## src/rplm_pkg.sv

```systemverilog
package rplm_pkg;

   // fixed sizes of the frame and result fields
   localparam int SAMPLE_W = 16;
   localparam int SUM_W    = 41;
   localparam int COUNT_W  = 11;
   localparam int DIVISOR_W = COUNT_W + 1;
   localparam int LEVEL_W  = 12;
   localparam int GAIN_W   = 16;
   localparam int PROD_W   = 2 * SAMPLE_W;

   // channel count and block length limits of the meter
   localparam int MAX_CHANNELS     = 2;
   localparam int MAX_BLOCK_FRAMES = 1024;

   // restoring divide of the sum and digit-by-digit square root
   localparam int DIV_STEPS  = SUM_W;
   localparam int ROOT_STEPS = (SUM_W + 1) / 2;
   localparam int ITER_W     = $clog2(DIV_STEPS);

   localparam int CSR_ADDR_W = 3;
   localparam int CSR_DATA_W = 16;

   typedef enum logic [CSR_ADDR_W-1:0] {
      CSR_NUM_CHANNELS        = 3'd0,
      CSR_FRAMES_PER_BLOCK    = 3'd1,
      CSR_RMS_GAIN            = 3'd2,
      CSR_PEAK_GAIN           = 3'd3,
      CSR_FULL_SCALE          = 3'd4,
      CSR_LOW_LEVEL_THRESHOLD = 3'd5,
      CSR_PEAK_MINIMUM        = 3'd6
   } csr_index_type;

   typedef struct packed {
      logic [1:0]          num_channels;
      logic [COUNT_W-1:0]  frames_per_block;
      logic [GAIN_W-1:0]   rms_gain;
      logic [GAIN_W-1:0]   peak_gain;
      logic [LEVEL_W-1:0]  full_scale;
      logic [LEVEL_W-1:0]  low_level_threshold;
      logic [SAMPLE_W-1:0] peak_minimum;
   } cfg_type;

   localparam cfg_type CFG_RESET = '{
      num_channels:        2'd1,
      frames_per_block:    11'd256,
      rms_gain:            16'd12800,
      peak_gain:           16'd2560,
      full_scale:          12'd2560,
      low_level_threshold: 12'd26,
      peak_minimum:        16'd328
   };

   typedef struct packed {
      logic load;        // frame transfer, capture magnitude
      logic accumulate;  // add square, update peak
      logic div_init;
      logic div_step;
      logic root_init;
      logic root_step;
      logic mul_load;
      logic mul_peak;    // select peak and peak gain
      logic level_load;
      logic emit;        // result register load, accumulators clear
   } cmd_type;

   typedef struct packed {
      logic block_end;
      logic fallback;
   } status_type;

endpackage

```

## src/rplm_csr.sv

```systemverilog
module rplm_csr (
   input  logic                            clock,
   input  logic                            reset,
   input  logic                            csr_we,
   input  logic [rplm_pkg::CSR_ADDR_W-1:0] csr_addr,
   input  logic [rplm_pkg::CSR_DATA_W-1:0] csr_wdata,
   output rplm_pkg::cfg_type               cfg
);
   import rplm_pkg::*;

   cfg_type cfg_ff;
   cfg_type cfg_in;

   always_comb begin
      cfg_in = cfg_ff;
      if (csr_we) begin
         unique case (csr_addr)
            CSR_NUM_CHANNELS:        cfg_in.num_channels        = csr_wdata[1:0];
            CSR_FRAMES_PER_BLOCK:    cfg_in.frames_per_block    = csr_wdata[COUNT_W-1:0];
            CSR_RMS_GAIN:            cfg_in.rms_gain            = csr_wdata[GAIN_W-1:0];
            CSR_PEAK_GAIN:           cfg_in.peak_gain           = csr_wdata[GAIN_W-1:0];
            CSR_FULL_SCALE:          cfg_in.full_scale          = csr_wdata[LEVEL_W-1:0];
            CSR_LOW_LEVEL_THRESHOLD: cfg_in.low_level_threshold = csr_wdata[LEVEL_W-1:0];
            CSR_PEAK_MINIMUM:        cfg_in.peak_minimum        = csr_wdata[SAMPLE_W-1:0];
            default:                 cfg_in = cfg_ff;
         endcase
      end
   end

   always_ff @(posedge clock) begin
      if (reset) begin
         cfg_ff <= CFG_RESET;
      end else begin
         cfg_ff <= cfg_in;
      end
   end

   assign cfg = cfg_ff;

endmodule

```

## src/rplm_datapath.sv

```systemverilog
module rplm_datapath (
   input  logic                                 clock,
   input  logic                                 reset,
   input  rplm_pkg::cfg_type                    cfg,
   input  rplm_pkg::cmd_type                    cmd,
   output rplm_pkg::status_type                 status,
   input  logic signed [rplm_pkg::SAMPLE_W-1:0] sample_ch0,
   input  logic signed [rplm_pkg::SAMPLE_W-1:0] sample_ch1,
   output logic [rplm_pkg::LEVEL_W-1:0]         level,
   output logic [rplm_pkg::SAMPLE_W-1:0]        rms_value,
   output logic [rplm_pkg::SAMPLE_W-1:0]        peak_value,
   output logic                                 used_peak
);
   import rplm_pkg::*;

   localparam logic [SUM_W-1:0] ROOT_BIT_START = {1'b1, {(SUM_W-1){1'b0}}};

   // mono mix and magnitude
   logic signed [SAMPLE_W:0]   mix_sum;
   logic signed [SAMPLE_W-1:0] mono;
   logic [SAMPLE_W-1:0]        mag;
   logic                       avg_mode;
   logic [COUNT_W-1:0]         len_eff;
   logic [DIVISOR_W-1:0]       divisor;

   logic [SAMPLE_W-1:0]  mag_ff, mag_in;
   logic [COUNT_W-1:0]   count_ff, count_in;
   logic [SUM_W-1:0]     sum_ff, sum_in;
   logic [SAMPLE_W-1:0]  peak_ff, peak_in;
   logic [PROD_W-1:0]    square;

   logic [DIVISOR_W-1:0] rem_ff, rem_in;
   logic [SUM_W-1:0]     work_ff, work_in;
   logic [SUM_W-1:0]     res_ff, res_in;
   logic [SUM_W-1:0]     bit_ff, bit_in;
   logic [DIVISOR_W:0]   div_trial;
   logic                 div_ge;
   logic [SUM_W-1:0]     root_trial;
   logic                 root_ge;

   logic [PROD_W-1:0]    prod_ff, prod_in;
   logic [SAMPLE_W-1:0]  mul_a;
   logic [GAIN_W-1:0]    mul_b;
   logic [PROD_W-SAMPLE_W:0] scaled;
   logic [LEVEL_W-1:0]   clamped;

   logic [LEVEL_W-1:0]   level_ff, level_in;
   logic                 used_ff, used_in;
   logic [LEVEL_W-1:0]   out_level_ff, out_level_in;
   logic [SAMPLE_W-1:0]  out_rms_ff, out_rms_in;
   logic [SAMPLE_W-1:0]  out_peak_ff, out_peak_in;
   logic                 out_used_ff, out_used_in;

   always_comb begin
      avg_mode = (cfg.num_channels >= 2'd2) && (MAX_CHANNELS >= 2);
      mix_sum  = $signed({sample_ch0[SAMPLE_W-1], sample_ch0})
               + $signed({sample_ch1[SAMPLE_W-1], sample_ch1});
      // arithmetic halving rounds toward minus infinity
      mono = avg_mode ? mix_sum[SAMPLE_W:1] : sample_ch0;
      mag  = mono[SAMPLE_W-1] ? (~mono + SAMPLE_W'(1)) : mono;

      if (cfg.frames_per_block == '0) begin
         len_eff = COUNT_W'(1);
      end else if (17'(cfg.frames_per_block) > 17'(MAX_BLOCK_FRAMES)) begin
         len_eff = COUNT_W'(MAX_BLOCK_FRAMES);
      end else begin
         len_eff = cfg.frames_per_block;
      end
      // a wrapped counter stands for a full count of frames
      divisor = {count_ff == '0, count_ff};
   end

   assign square = mag_ff * mag_ff;

   // accumulation
   always_comb begin
      mag_in   = mag_ff;
      count_in = count_ff;
      sum_in   = sum_ff;
      peak_in  = peak_ff;
      if (cmd.load) begin
         mag_in   = mag;
         count_in = count_ff + COUNT_W'(1);
      end
      if (cmd.accumulate) begin
         sum_in = sum_ff + SUM_W'(square);
         if (mag_ff > peak_ff) begin
            peak_in = mag_ff;
         end
      end
      if (cmd.emit) begin
         count_in = '0;
         sum_in   = '0;
         peak_in  = '0;
      end
   end

   // divide and square root share the work register
   always_comb begin
      div_trial  = {rem_ff, work_ff[SUM_W-1]} - {1'b0, divisor};
      div_ge     = !div_trial[DIVISOR_W];
      root_trial = res_ff + bit_ff;
      root_ge    = work_ff >= root_trial;

      rem_in  = rem_ff;
      work_in = work_ff;
      res_in  = res_ff;
      bit_in  = bit_ff;
      priority if (cmd.div_init) begin
         rem_in  = '0;
         work_in = sum_ff;
      end else if (cmd.div_step) begin
         rem_in  = div_ge ? div_trial[DIVISOR_W-1:0]
                          : {rem_ff[DIVISOR_W-2:0], work_ff[SUM_W-1]};
         work_in = {work_ff[SUM_W-2:0], div_ge};
      end else if (cmd.root_init) begin
         res_in = '0;
         bit_in = ROOT_BIT_START;
      end else if (cmd.root_step) begin
         if (root_ge) begin
            work_in = work_ff - root_trial;
            res_in  = (res_ff >> 1) + bit_ff;
         end else begin
            res_in  = res_ff >> 1;
         end
         bit_in = bit_ff >> 2;
      end
   end

   // scaling to volts
   always_comb begin
      mul_a   = cmd.mul_peak ? peak_ff : res_ff[SAMPLE_W-1:0];
      mul_b   = cmd.mul_peak ? cfg.peak_gain : cfg.rms_gain;
      prod_in = cmd.mul_load ? (mul_a * mul_b) : prod_ff;

      scaled  = prod_ff[PROD_W-1:SAMPLE_W-1];
      clamped = (scaled > (PROD_W-SAMPLE_W+1)'(cfg.full_scale)) ? cfg.full_scale
                                                              : scaled[LEVEL_W-1:0];

      level_in = cmd.level_load ? clamped : level_ff;
      used_in  = cmd.level_load ? cmd.mul_peak : used_ff;

      status.block_end = (count_ff == '0) || (count_ff >= len_eff);
      status.fallback  = (clamped < cfg.low_level_threshold)
                       && (peak_ff > cfg.peak_minimum);
   end

   // result register
   always_comb begin
      out_level_in = out_level_ff;
      out_rms_in   = out_rms_ff;
      out_peak_in  = out_peak_ff;
      out_used_in  = out_used_ff;
      if (cmd.emit) begin
         out_level_in = level_ff;
         out_rms_in   = res_ff[SAMPLE_W-1:0];
         out_peak_in  = peak_ff;
         out_used_in  = used_ff;
      end
   end

   always_ff @(posedge clock) begin
      if (reset) begin
         count_ff <= '0;
         sum_ff   <= '0;
         peak_ff  <= '0;
      end else begin
         count_ff <= count_in;
         sum_ff   <= sum_in;
         peak_ff  <= peak_in;
      end
   end

   always_ff @(posedge clock) begin
      mag_ff       <= mag_in;
      rem_ff       <= rem_in;
      work_ff      <= work_in;
      res_ff       <= res_in;
      bit_ff       <= bit_in;
      prod_ff      <= prod_in;
      level_ff     <= level_in;
      used_ff      <= used_in;
      out_level_ff <= out_level_in;
      out_rms_ff   <= out_rms_in;
      out_peak_ff  <= out_peak_in;
      out_used_ff  <= out_used_in;
   end

   assign level      = out_level_ff;
   assign rms_value  = out_rms_ff;
   assign peak_value = out_peak_ff;
   assign used_peak  = out_used_ff;

`ifndef SYNTHESIS
   // the mean square never exceeds a full-scale square, so the root fits
   a_rms_range: assert property (@(posedge clock) disable iff (reset)
      cmd.emit |-> res_ff <= SUM_W'(32768))
      else $error("rms out of range at result load");

   a_level_clamp: assert property (@(posedge clock) disable iff (reset)
      cmd.emit |-> level_ff <= cfg.full_scale)
      else $error("level above full scale at result load");

   a_peak_tracks: assert property (@(posedge clock) disable iff (reset)
      cmd.accumulate && !cmd.emit |=> peak_ff >= $past(mag_ff))
      else $error("peak below accumulated magnitude");
`endif

endmodule

```

## src/rplm_ctrl.sv

```systemverilog
module rplm_ctrl (
   input  logic                 clock,
   input  logic                 reset,
   input  logic                 req_tvalid,
   output logic                 req_tready,
   output logic                 rsp_tvalid,
   input  logic                 rsp_tready,
   input  rplm_pkg::status_type status,
   output rplm_pkg::cmd_type    cmd
);
   import rplm_pkg::*;

   typedef enum logic [10:0] {
      ST_IDLE      = 11'b000_0000_0001,
      ST_ACC       = 11'b000_0000_0010,
      ST_LOAD      = 11'b000_0000_0100,
      ST_DIV       = 11'b000_0000_1000,
      ST_ROOT_INIT = 11'b000_0001_0000,
      ST_ROOT      = 11'b000_0010_0000,
      ST_MUL_RMS   = 11'b000_0100_0000,
      ST_CHK_RMS   = 11'b000_1000_0000,
      ST_MUL_PEAK  = 11'b001_0000_0000,
      ST_CHK_PEAK  = 11'b010_0000_0000,
      ST_DONE      = 11'b100_0000_0000
   } state_type;

   state_type         state_ff, state_in;
   logic [ITER_W-1:0] iter_ff, iter_in;
   logic              rsp_valid_ff, rsp_valid_in;
   logic              out_free;

   assign out_free = !rsp_valid_ff || rsp_tready;

   always_comb begin
      state_in = state_ff;
      iter_in  = iter_ff;
      cmd      = '0;
      unique case (state_ff)
         ST_IDLE: begin
            if (req_tvalid) begin
               cmd.load = 1'b1;
               state_in = ST_ACC;
            end
         end
         ST_ACC: begin
            cmd.accumulate = 1'b1;
            state_in = status.block_end ? ST_LOAD : ST_IDLE;
         end
         ST_LOAD: begin
            cmd.div_init = 1'b1;
            iter_in  = ITER_W'(DIV_STEPS - 1);
            state_in = ST_DIV;
         end
         ST_DIV: begin
            cmd.div_step = 1'b1;
            iter_in = iter_ff - ITER_W'(1);
            if (iter_ff == '0) begin
               state_in = ST_ROOT_INIT;
            end
         end
         ST_ROOT_INIT: begin
            cmd.root_init = 1'b1;
            iter_in  = ITER_W'(ROOT_STEPS - 1);
            state_in = ST_ROOT;
         end
         ST_ROOT: begin
            cmd.root_step = 1'b1;
            iter_in = iter_ff - ITER_W'(1);
            if (iter_ff == '0) begin
               state_in = ST_MUL_RMS;
            end
         end
         ST_MUL_RMS: begin
            cmd.mul_load = 1'b1;
            state_in = ST_CHK_RMS;
         end
         ST_CHK_RMS: begin
            cmd.level_load = 1'b1;
            state_in = status.fallback ? ST_MUL_PEAK : ST_DONE;
         end
         ST_MUL_PEAK: begin
            cmd.mul_load = 1'b1;
            cmd.mul_peak = 1'b1;
            state_in = ST_CHK_PEAK;
         end
         ST_CHK_PEAK: begin
            cmd.level_load = 1'b1;
            cmd.mul_peak   = 1'b1;
            state_in = ST_DONE;
         end
         ST_DONE: begin
            // wait here while the previous result is still untaken
            if (out_free) begin
               cmd.emit = 1'b1;
               state_in = ST_IDLE;
            end
         end
         default: state_in = ST_IDLE;
      endcase

      rsp_valid_in = cmd.emit || (rsp_valid_ff && !rsp_tready);
   end

   always_ff @(posedge clock) begin
      if (reset) begin
         state_ff     <= ST_IDLE;
         iter_ff      <= '0;
         rsp_valid_ff <= 1'b0;
      end else begin
         state_ff     <= state_in;
         iter_ff      <= iter_in;
         rsp_valid_ff <= rsp_valid_in;
      end
   end

   assign req_tready = (state_ff == ST_IDLE);
   assign rsp_tvalid = rsp_valid_ff;

`ifndef SYNTHESIS
   a_no_overwrite: assert property (@(posedge clock) disable iff (reset)
      cmd.emit |-> (!rsp_valid_ff || rsp_tready))
      else $error("result register loaded over an untaken result");

   a_block_close: assert property (@(posedge clock) disable iff (reset)
      (state_ff == ST_ACC && status.block_end) |=> state_ff == ST_LOAD)
      else $error("closing frame did not start the divide");

   a_valid_source: assert property (@(posedge clock) disable iff (reset)
      $rose(rsp_valid_ff) |-> $past(state_ff == ST_DONE))
      else $error("result raised outside the done state");
`endif

endmodule

```

## src/block_rms_peak_level_meter_unit.sv

```systemverilog
// channel   dir  handshake              payload
// req_      in   req_tvalid/req_tready  tdata: sample_ch0, sample_ch1
// rsp_      out  rsp_tvalid/rsp_tready  tdata: level, rms_value, peak_value; tuser: used_peak
// csr_      in   csr_we                 csr_addr, csr_wdata
//
// a frame that does not close a block passes through transfer, then accumulate
// a closing frame then runs the 41-step restoring divider and the 21-step square
// root, a gain multiply and a level check (twice with the peak fallback), then the result load
// reset is synchronous: registers to defaults, accumulators and counter cleared
// one result register; frames keep being taken while it waits, and a block that
// closes meanwhile holds req_tready low until the result transfer
module block_rms_peak_level_meter_unit (
   input  logic                            clock,
   input  logic                            reset,
   input  logic                            req_tvalid,
   output logic                            req_tready,
   input  logic [31:0]                     req_tdata,   // sample_ch0, sample_ch1
   output logic                            rsp_tvalid,
   input  logic                            rsp_tready,
   output logic [47:0]                     rsp_tdata,   // level, rms_value, peak_value, zeros
   output logic [0:0]                      rsp_tuser,   // used_peak
   input  logic                            csr_we,
   input  logic [rplm_pkg::CSR_ADDR_W-1:0] csr_addr,
   input  logic [rplm_pkg::CSR_DATA_W-1:0] csr_wdata
);
   import rplm_pkg::*;

   cfg_type             cfg;
   cmd_type             cmd;
   status_type          status;
   logic [LEVEL_W-1:0]  level;
   logic [SAMPLE_W-1:0] rms_value;
   logic [SAMPLE_W-1:0] peak_value;
   logic                used_peak;

   rplm_csr u_csr (
      .clock     (clock),
      .reset     (reset),
      .csr_we    (csr_we),
      .csr_addr  (csr_addr),
      .csr_wdata (csr_wdata),
      .cfg       (cfg)
   );

   rplm_ctrl u_ctrl (
      .clock      (clock),
      .reset      (reset),
      .req_tvalid (req_tvalid),
      .req_tready (req_tready),
      .rsp_tvalid (rsp_tvalid),
      .rsp_tready (rsp_tready),
      .status     (status),
      .cmd        (cmd)
   );

   rplm_datapath u_datapath (
      .clock      (clock),
      .reset      (reset),
      .cfg        (cfg),
      .cmd        (cmd),
      .status     (status),
      .sample_ch0 ($signed(req_tdata[15:0])),
      .sample_ch1 ($signed(req_tdata[31:16])),
      .level      (level),
      .rms_value  (rms_value),
      .peak_value (peak_value),
      .used_peak  (used_peak)
   );

   assign rsp_tdata = {4'b0000, peak_value, rms_value, level};
   assign rsp_tuser = used_peak;

endmodule

```

## config.mk

```make
export PLATFORM = sky130hd
export DESIGN_NAME = block_rms_peak_level_meter_unit
export DESIGN_NICKNAME = d
export VERILOG_FILES = /design/src/rplm_pkg.sv /design/src/rplm_csr.sv /design/src/rplm_datapath.sv /design/src/rplm_ctrl.sv /design/src/block_rms_peak_level_meter_unit.sv
export SDC_FILE = /design/constraint.sdc
export NUM_CORES = 2
export LEC_CHECK = 0
export ABC_AREA = 1
export BUFFER_PORTS_ARGS = -buffer_cell sky130_fd_sc_hd__buf_2
export CAP_MARGIN = 10
export CORE_UTILIZATION = 25
export DETAILED_ROUTE_END_ITERATION = 8
export PLACE_DENSITY = 0.5
export SYNTH_ARGS = -nofsm -noshare
export SYNTH_HDL_FRONTEND = slang
export SYNTH_SLANG_ARGS = --single-unit
```

## constraint.sdc

```tcl
create_clock -name clock -period 8.48 [get_ports clock]
set_input_delay 0.848 -clock clock [delete_from_list [all_inputs] [get_ports clock]]
set_output_delay 0.848 -clock clock [all_outputs]
set_load 0.02 [all_outputs]
```

==> flow_metrics.tcl <==
set metrics [dict create \
    drt-total-wl_mm 133 \
    holdBufCountCts 0 \
    r2r-start "u_ctrl.state_ff[3]" \
    cts-root-buf "clkbuf_16" \
    synthToLayoutAreaGrowth_pct 11.5 \
    cts_buffers 49 \
    overflow 0 \
    ir_drop_uv 607 \
    status "finished, violations left" \
    slew_headroom 0.252 \
    clk_pin_slew_ns 0.06 \
    cp_max_fo 63 \
    cp-startpoint "u_ctrl.state_ff[3]" \
    clock_path_buffers 3 \
    grt_max_degree 89 \
    grt_pass1_vias 35800 \
    io_pins 107 \
    final_core_util 0.281 \
    syn_area_per_cell_um2 7.54 \
    worstReg2RegEnd "u_datapath.prod_ff[31]" \
    antenna_found_initial 4 \
    arrival_ns 8.23 \
    num_antenna_cells 0 \
    rsz0062_at_grt "no" \
    crit_path_end "u_datapath.prod_ff[31]" \
    synthCells 5516 \
    tightest_slew_ns 1.12 \
    drtAntennaViolNets 0 \
    setup_viol 0 \
    reg2reg_depth 27 \
    internal-power_mw 6.87 \
    cts.repair.resized 0 \
    yosysWarnings 0 \
    dp_slack_ns 0.812 \
    start_util 0.252 \
    place_congestion 0.905 \
    slew_viol_final 0 \
    layout_setup_ws_ns 0.648 \
    core_um2 165000 \
    dr.pass1.iters 7 \
    powerDensity_nw_per_um2 298 \
    switching_share 0.502 \
    yosys-top-cells-area "fa_1 (19%), edfxtp_1 (14%), ha_1 (12%), inv_1 (10%), nand2_1 (9.8%)" \
    num_vias 35700 \
    drive_gt1_frac 0.0516 \
    power_frac_seq 0.149 \
    ys_ff_latch 376 \
    synth_cell_types 61 \
    post-cts-setup-buffer-count 0 \
    cp.required_ns 8.88 \
    hold_path_depth 0 \
    hold_slack_ns 0.404 \
    finalCritPeriodShare 0.924 \
    period_needed_ns 7.83 \
    grt_pass1_wl_mm 208 \
    synth_edf_count 194 \
    p_clk_frac 0.168 \
    syn_area_um2 41600 \
    maxCapViolations 0 \
    reg2reg_slack_ns 0.65 \
    worstHoldPathType "flip-flop to flip-flop" \
    synth-main-ff-cell "edfxtp_1" \
    synth_top_area_share 0.188 \
    critPathKind "flip-flop to flip-flop" \
    worstSkewPairLatency_ns 0.64 \
    fmax_ghz 0.128 \
    wl_per_cell_um 17.0 \
    place_hpwl_mm 107 \
    htree_levels 2 \
    drcViolationCount 2 \
    ys_async_sr_fraction 0 \
    die_x_um 410 \
    final_nets 6412 \
    fp.dieArea_um2 168000 \
    leakage_nw 21.7 \
    die_y_um 410 \
    dr.first_iter.drc_count 2192 \
    synth-seq-area-share 0.228 \
    track_usage 0.158 \
    finalHoldViolCount 0 \
    skew_ns 0.0292 \
    placementRows 149 \
    power.switching_mw 6.93 \
    cp-start-kind "flip-flop" \
    vias_per_cell 4.57 \
    yosys.area.top_type "fa_1" \
    endpoint_kind "flip-flop" \
    power_mw 13.8 \
    violations "DRC" \
    tns_ns 0 \
    cts_tree "done" \
    combPwrFrac 0.683 \
    numPortBuffers 102 \
    clkSinkCount 376 \
]
-- registers in the layout (all words and copies together) (netlist names), 6 cells and up --
signal / flops
u_datapath.bit_ff: 21
u_datapath.level: 12
u_datapath.work_ff: 41
u_ctrl.state_ff: 11
u_datapath.peak_ff: 16
u_datapath.level_ff: 12
u_datapath.sum_ff: 41
u_datapath.mag_ff: 16
u_datapath.res_ff: 41
u_datapath.rms_value: 16
u_datapath.count_ff: 11
u_ctrl.iter_ff: 6
u_datapath.peak_value: 16
u_csr.cfg: 84
u_datapath.prod_ff: 17
u_datapath.rem_ff: 12
-- cells in the final DEF (no fill, tap or decap), types with 13 or more instances in the layout --
| cell type | instances |
|---|---|
| edfxtp_1 | 194 |
| fa_1 | 391 |
| o21ai_2 | 13 |
| nor2_1 | 575 |
| ha_1 | 390 |
| dfxtp_1 | 182 |
| buf_4 | 34 |
| o221ai_1 | 13 |
| a31oi_1 | 41 |
| clkbuf_16 | 52 |
| nor3_1 | 40 |
| or2_2 | 22 |
| o211ai_1 | 55 |
| o21ai_0 | 358 |
| o21bai_1 | 16 |
| buf_2 | 102 |
| o21a_1 | 20 |
| inv_1 | 1150 |
| nand2_1 | 1083 |
| nand3_1 | 172 |
| nor4_1 | 24 |
| a21o_1 | 30 |
| a21oi_1 | 359 |
| nand4_1 | 32 |
| xnor2_1 | 59 |
| xor2_1 | 60 |
-- per-layer routing --
layer | part of all wire | global-route usage | up-vias
met5 | 0 | 0 | -
met4 | 0.017 | 0.0321 | 0
li1 | - | - | 17600
met3 | 0.043 | 0.0184 | 121
met2 | 0.46 | 0.260 | 751
met1 | 0.48 | 0.222 | 17200
-- power by group through the flow --
stage	clock, mW	sequential [mW]	combinational [mW]
3_3_place_gp	0	2.10	9.35
5_1_grt	2.44	2.06	10.9
3_5_place_dp	0	2.10	9.37
6_report	2.32	2.06	9.42
4_1_cts	2.38	2.06	9.45
2_1_floorplan	0	2.03	7.20
-- worst min path at each step --
stage | from | to | slack [ns]
floorplan | u_datapath.level_ff[0] | u_datapath.level[0] | 0.40
global placement | u_datapath.level_ff[6] | u_datapath.level[6] | 0.41
CTS | u_datapath.level_ff[10] | u_datapath.level[10] | 0.41
detailed placement | u_datapath.level_ff[4] | u_datapath.level[4] | 0.41
finish | u_datapath.level_ff[10] | u_datapath.level[10] | 0.40
global route | u_datapath.level_ff[10] | u_datapath.level[10] | 0.42
-- synthesized netlist by cell type, types with 13 or more instances --
master    count
nand2_1    1084
inv_1      1152
nand4_1      32
clkbuf_1     95
o21bai_1     16
or2_2        22
o21ai_0     362
a21oi_1     359
edfxtp_1    194
nor3_1       40
ha_1        390
buf_2        25
nor2_1      578
nand3_1     173
o21ai_2      13
o211ai_1     55
a21o_1       30
a31oi_1      41
xor2_1       60
fa_1        391
xnor2_1      59
dfxtp_1     182
o21a_1       20
o221ai_1     13
nor4_1       24
-- logic make-up (layout without fill, tap and decap cells) --
logic type               Yosys count  count (layout)  share of synthesized area
flip-flops                       376             376                      0.228
adder cells (fa/ha/maj)          781             781                      0.305
multiplexers                       1               1                   0.000241
AO/OA/AOI/OAI                    960             960                      0.130
XOR/XNOR                         119             119                     0.0251
buffers and inverters           1295            1392                      0.118
AND/OR/NAND/NOR                 1983            1983                      0.193
other                              1               4                  0.0000901
-- per-stage QoR --
step,area (um^2),std cells
2_1_floorplan,41600,5519
3_3_place_gp,44600,7712
3_5_place_dp,44600,7712
4_1_cts,46400,7804
5_1_grt,46400,7805
6_report,46400,7805
-- layout make-up --
class | instances | area [um^2]
Fill cell | 18200 | 119000
Sequential cell | 376 | 9470
Clock inverter | 30 | 385
Inverter | 1163 | 4370
Multi-Input combinational cell | 3848 | 27300
Clock buffer | 62 | 1370
Tap cell | 2189 | 2740
Timing Repair Buffer | 137 | 777
-- worst max-delay path: stages, from the launching register on --
cell      delay (ns)
dfxtp_1         0.34
nor2_1          0.16
nand2_2         0.11
nor2_4          0.14
nand2_2         0.10
nand2_4         0.52
nand2_1         0.13
o21ai_1         0.59
clkinv_1        0.67
nor2_1          0.49
fa_1            0.48
fa_1            0.51
inv_1           0.06
fa_1            0.51
fa_1            0.50
inv_1           0.05
fa_1            0.43
ha_1            0.28
ha_1            0.37
nand2_1         0.12
nor2_1          0.21
inv_1           0.11
o21ai_0         0.20
a31oi_1         0.07
nand2_1         0.15
nand2_1         0.10
nand3b_1        0.09
nand2_1         0.06
(Power assumes the default switching activity.)
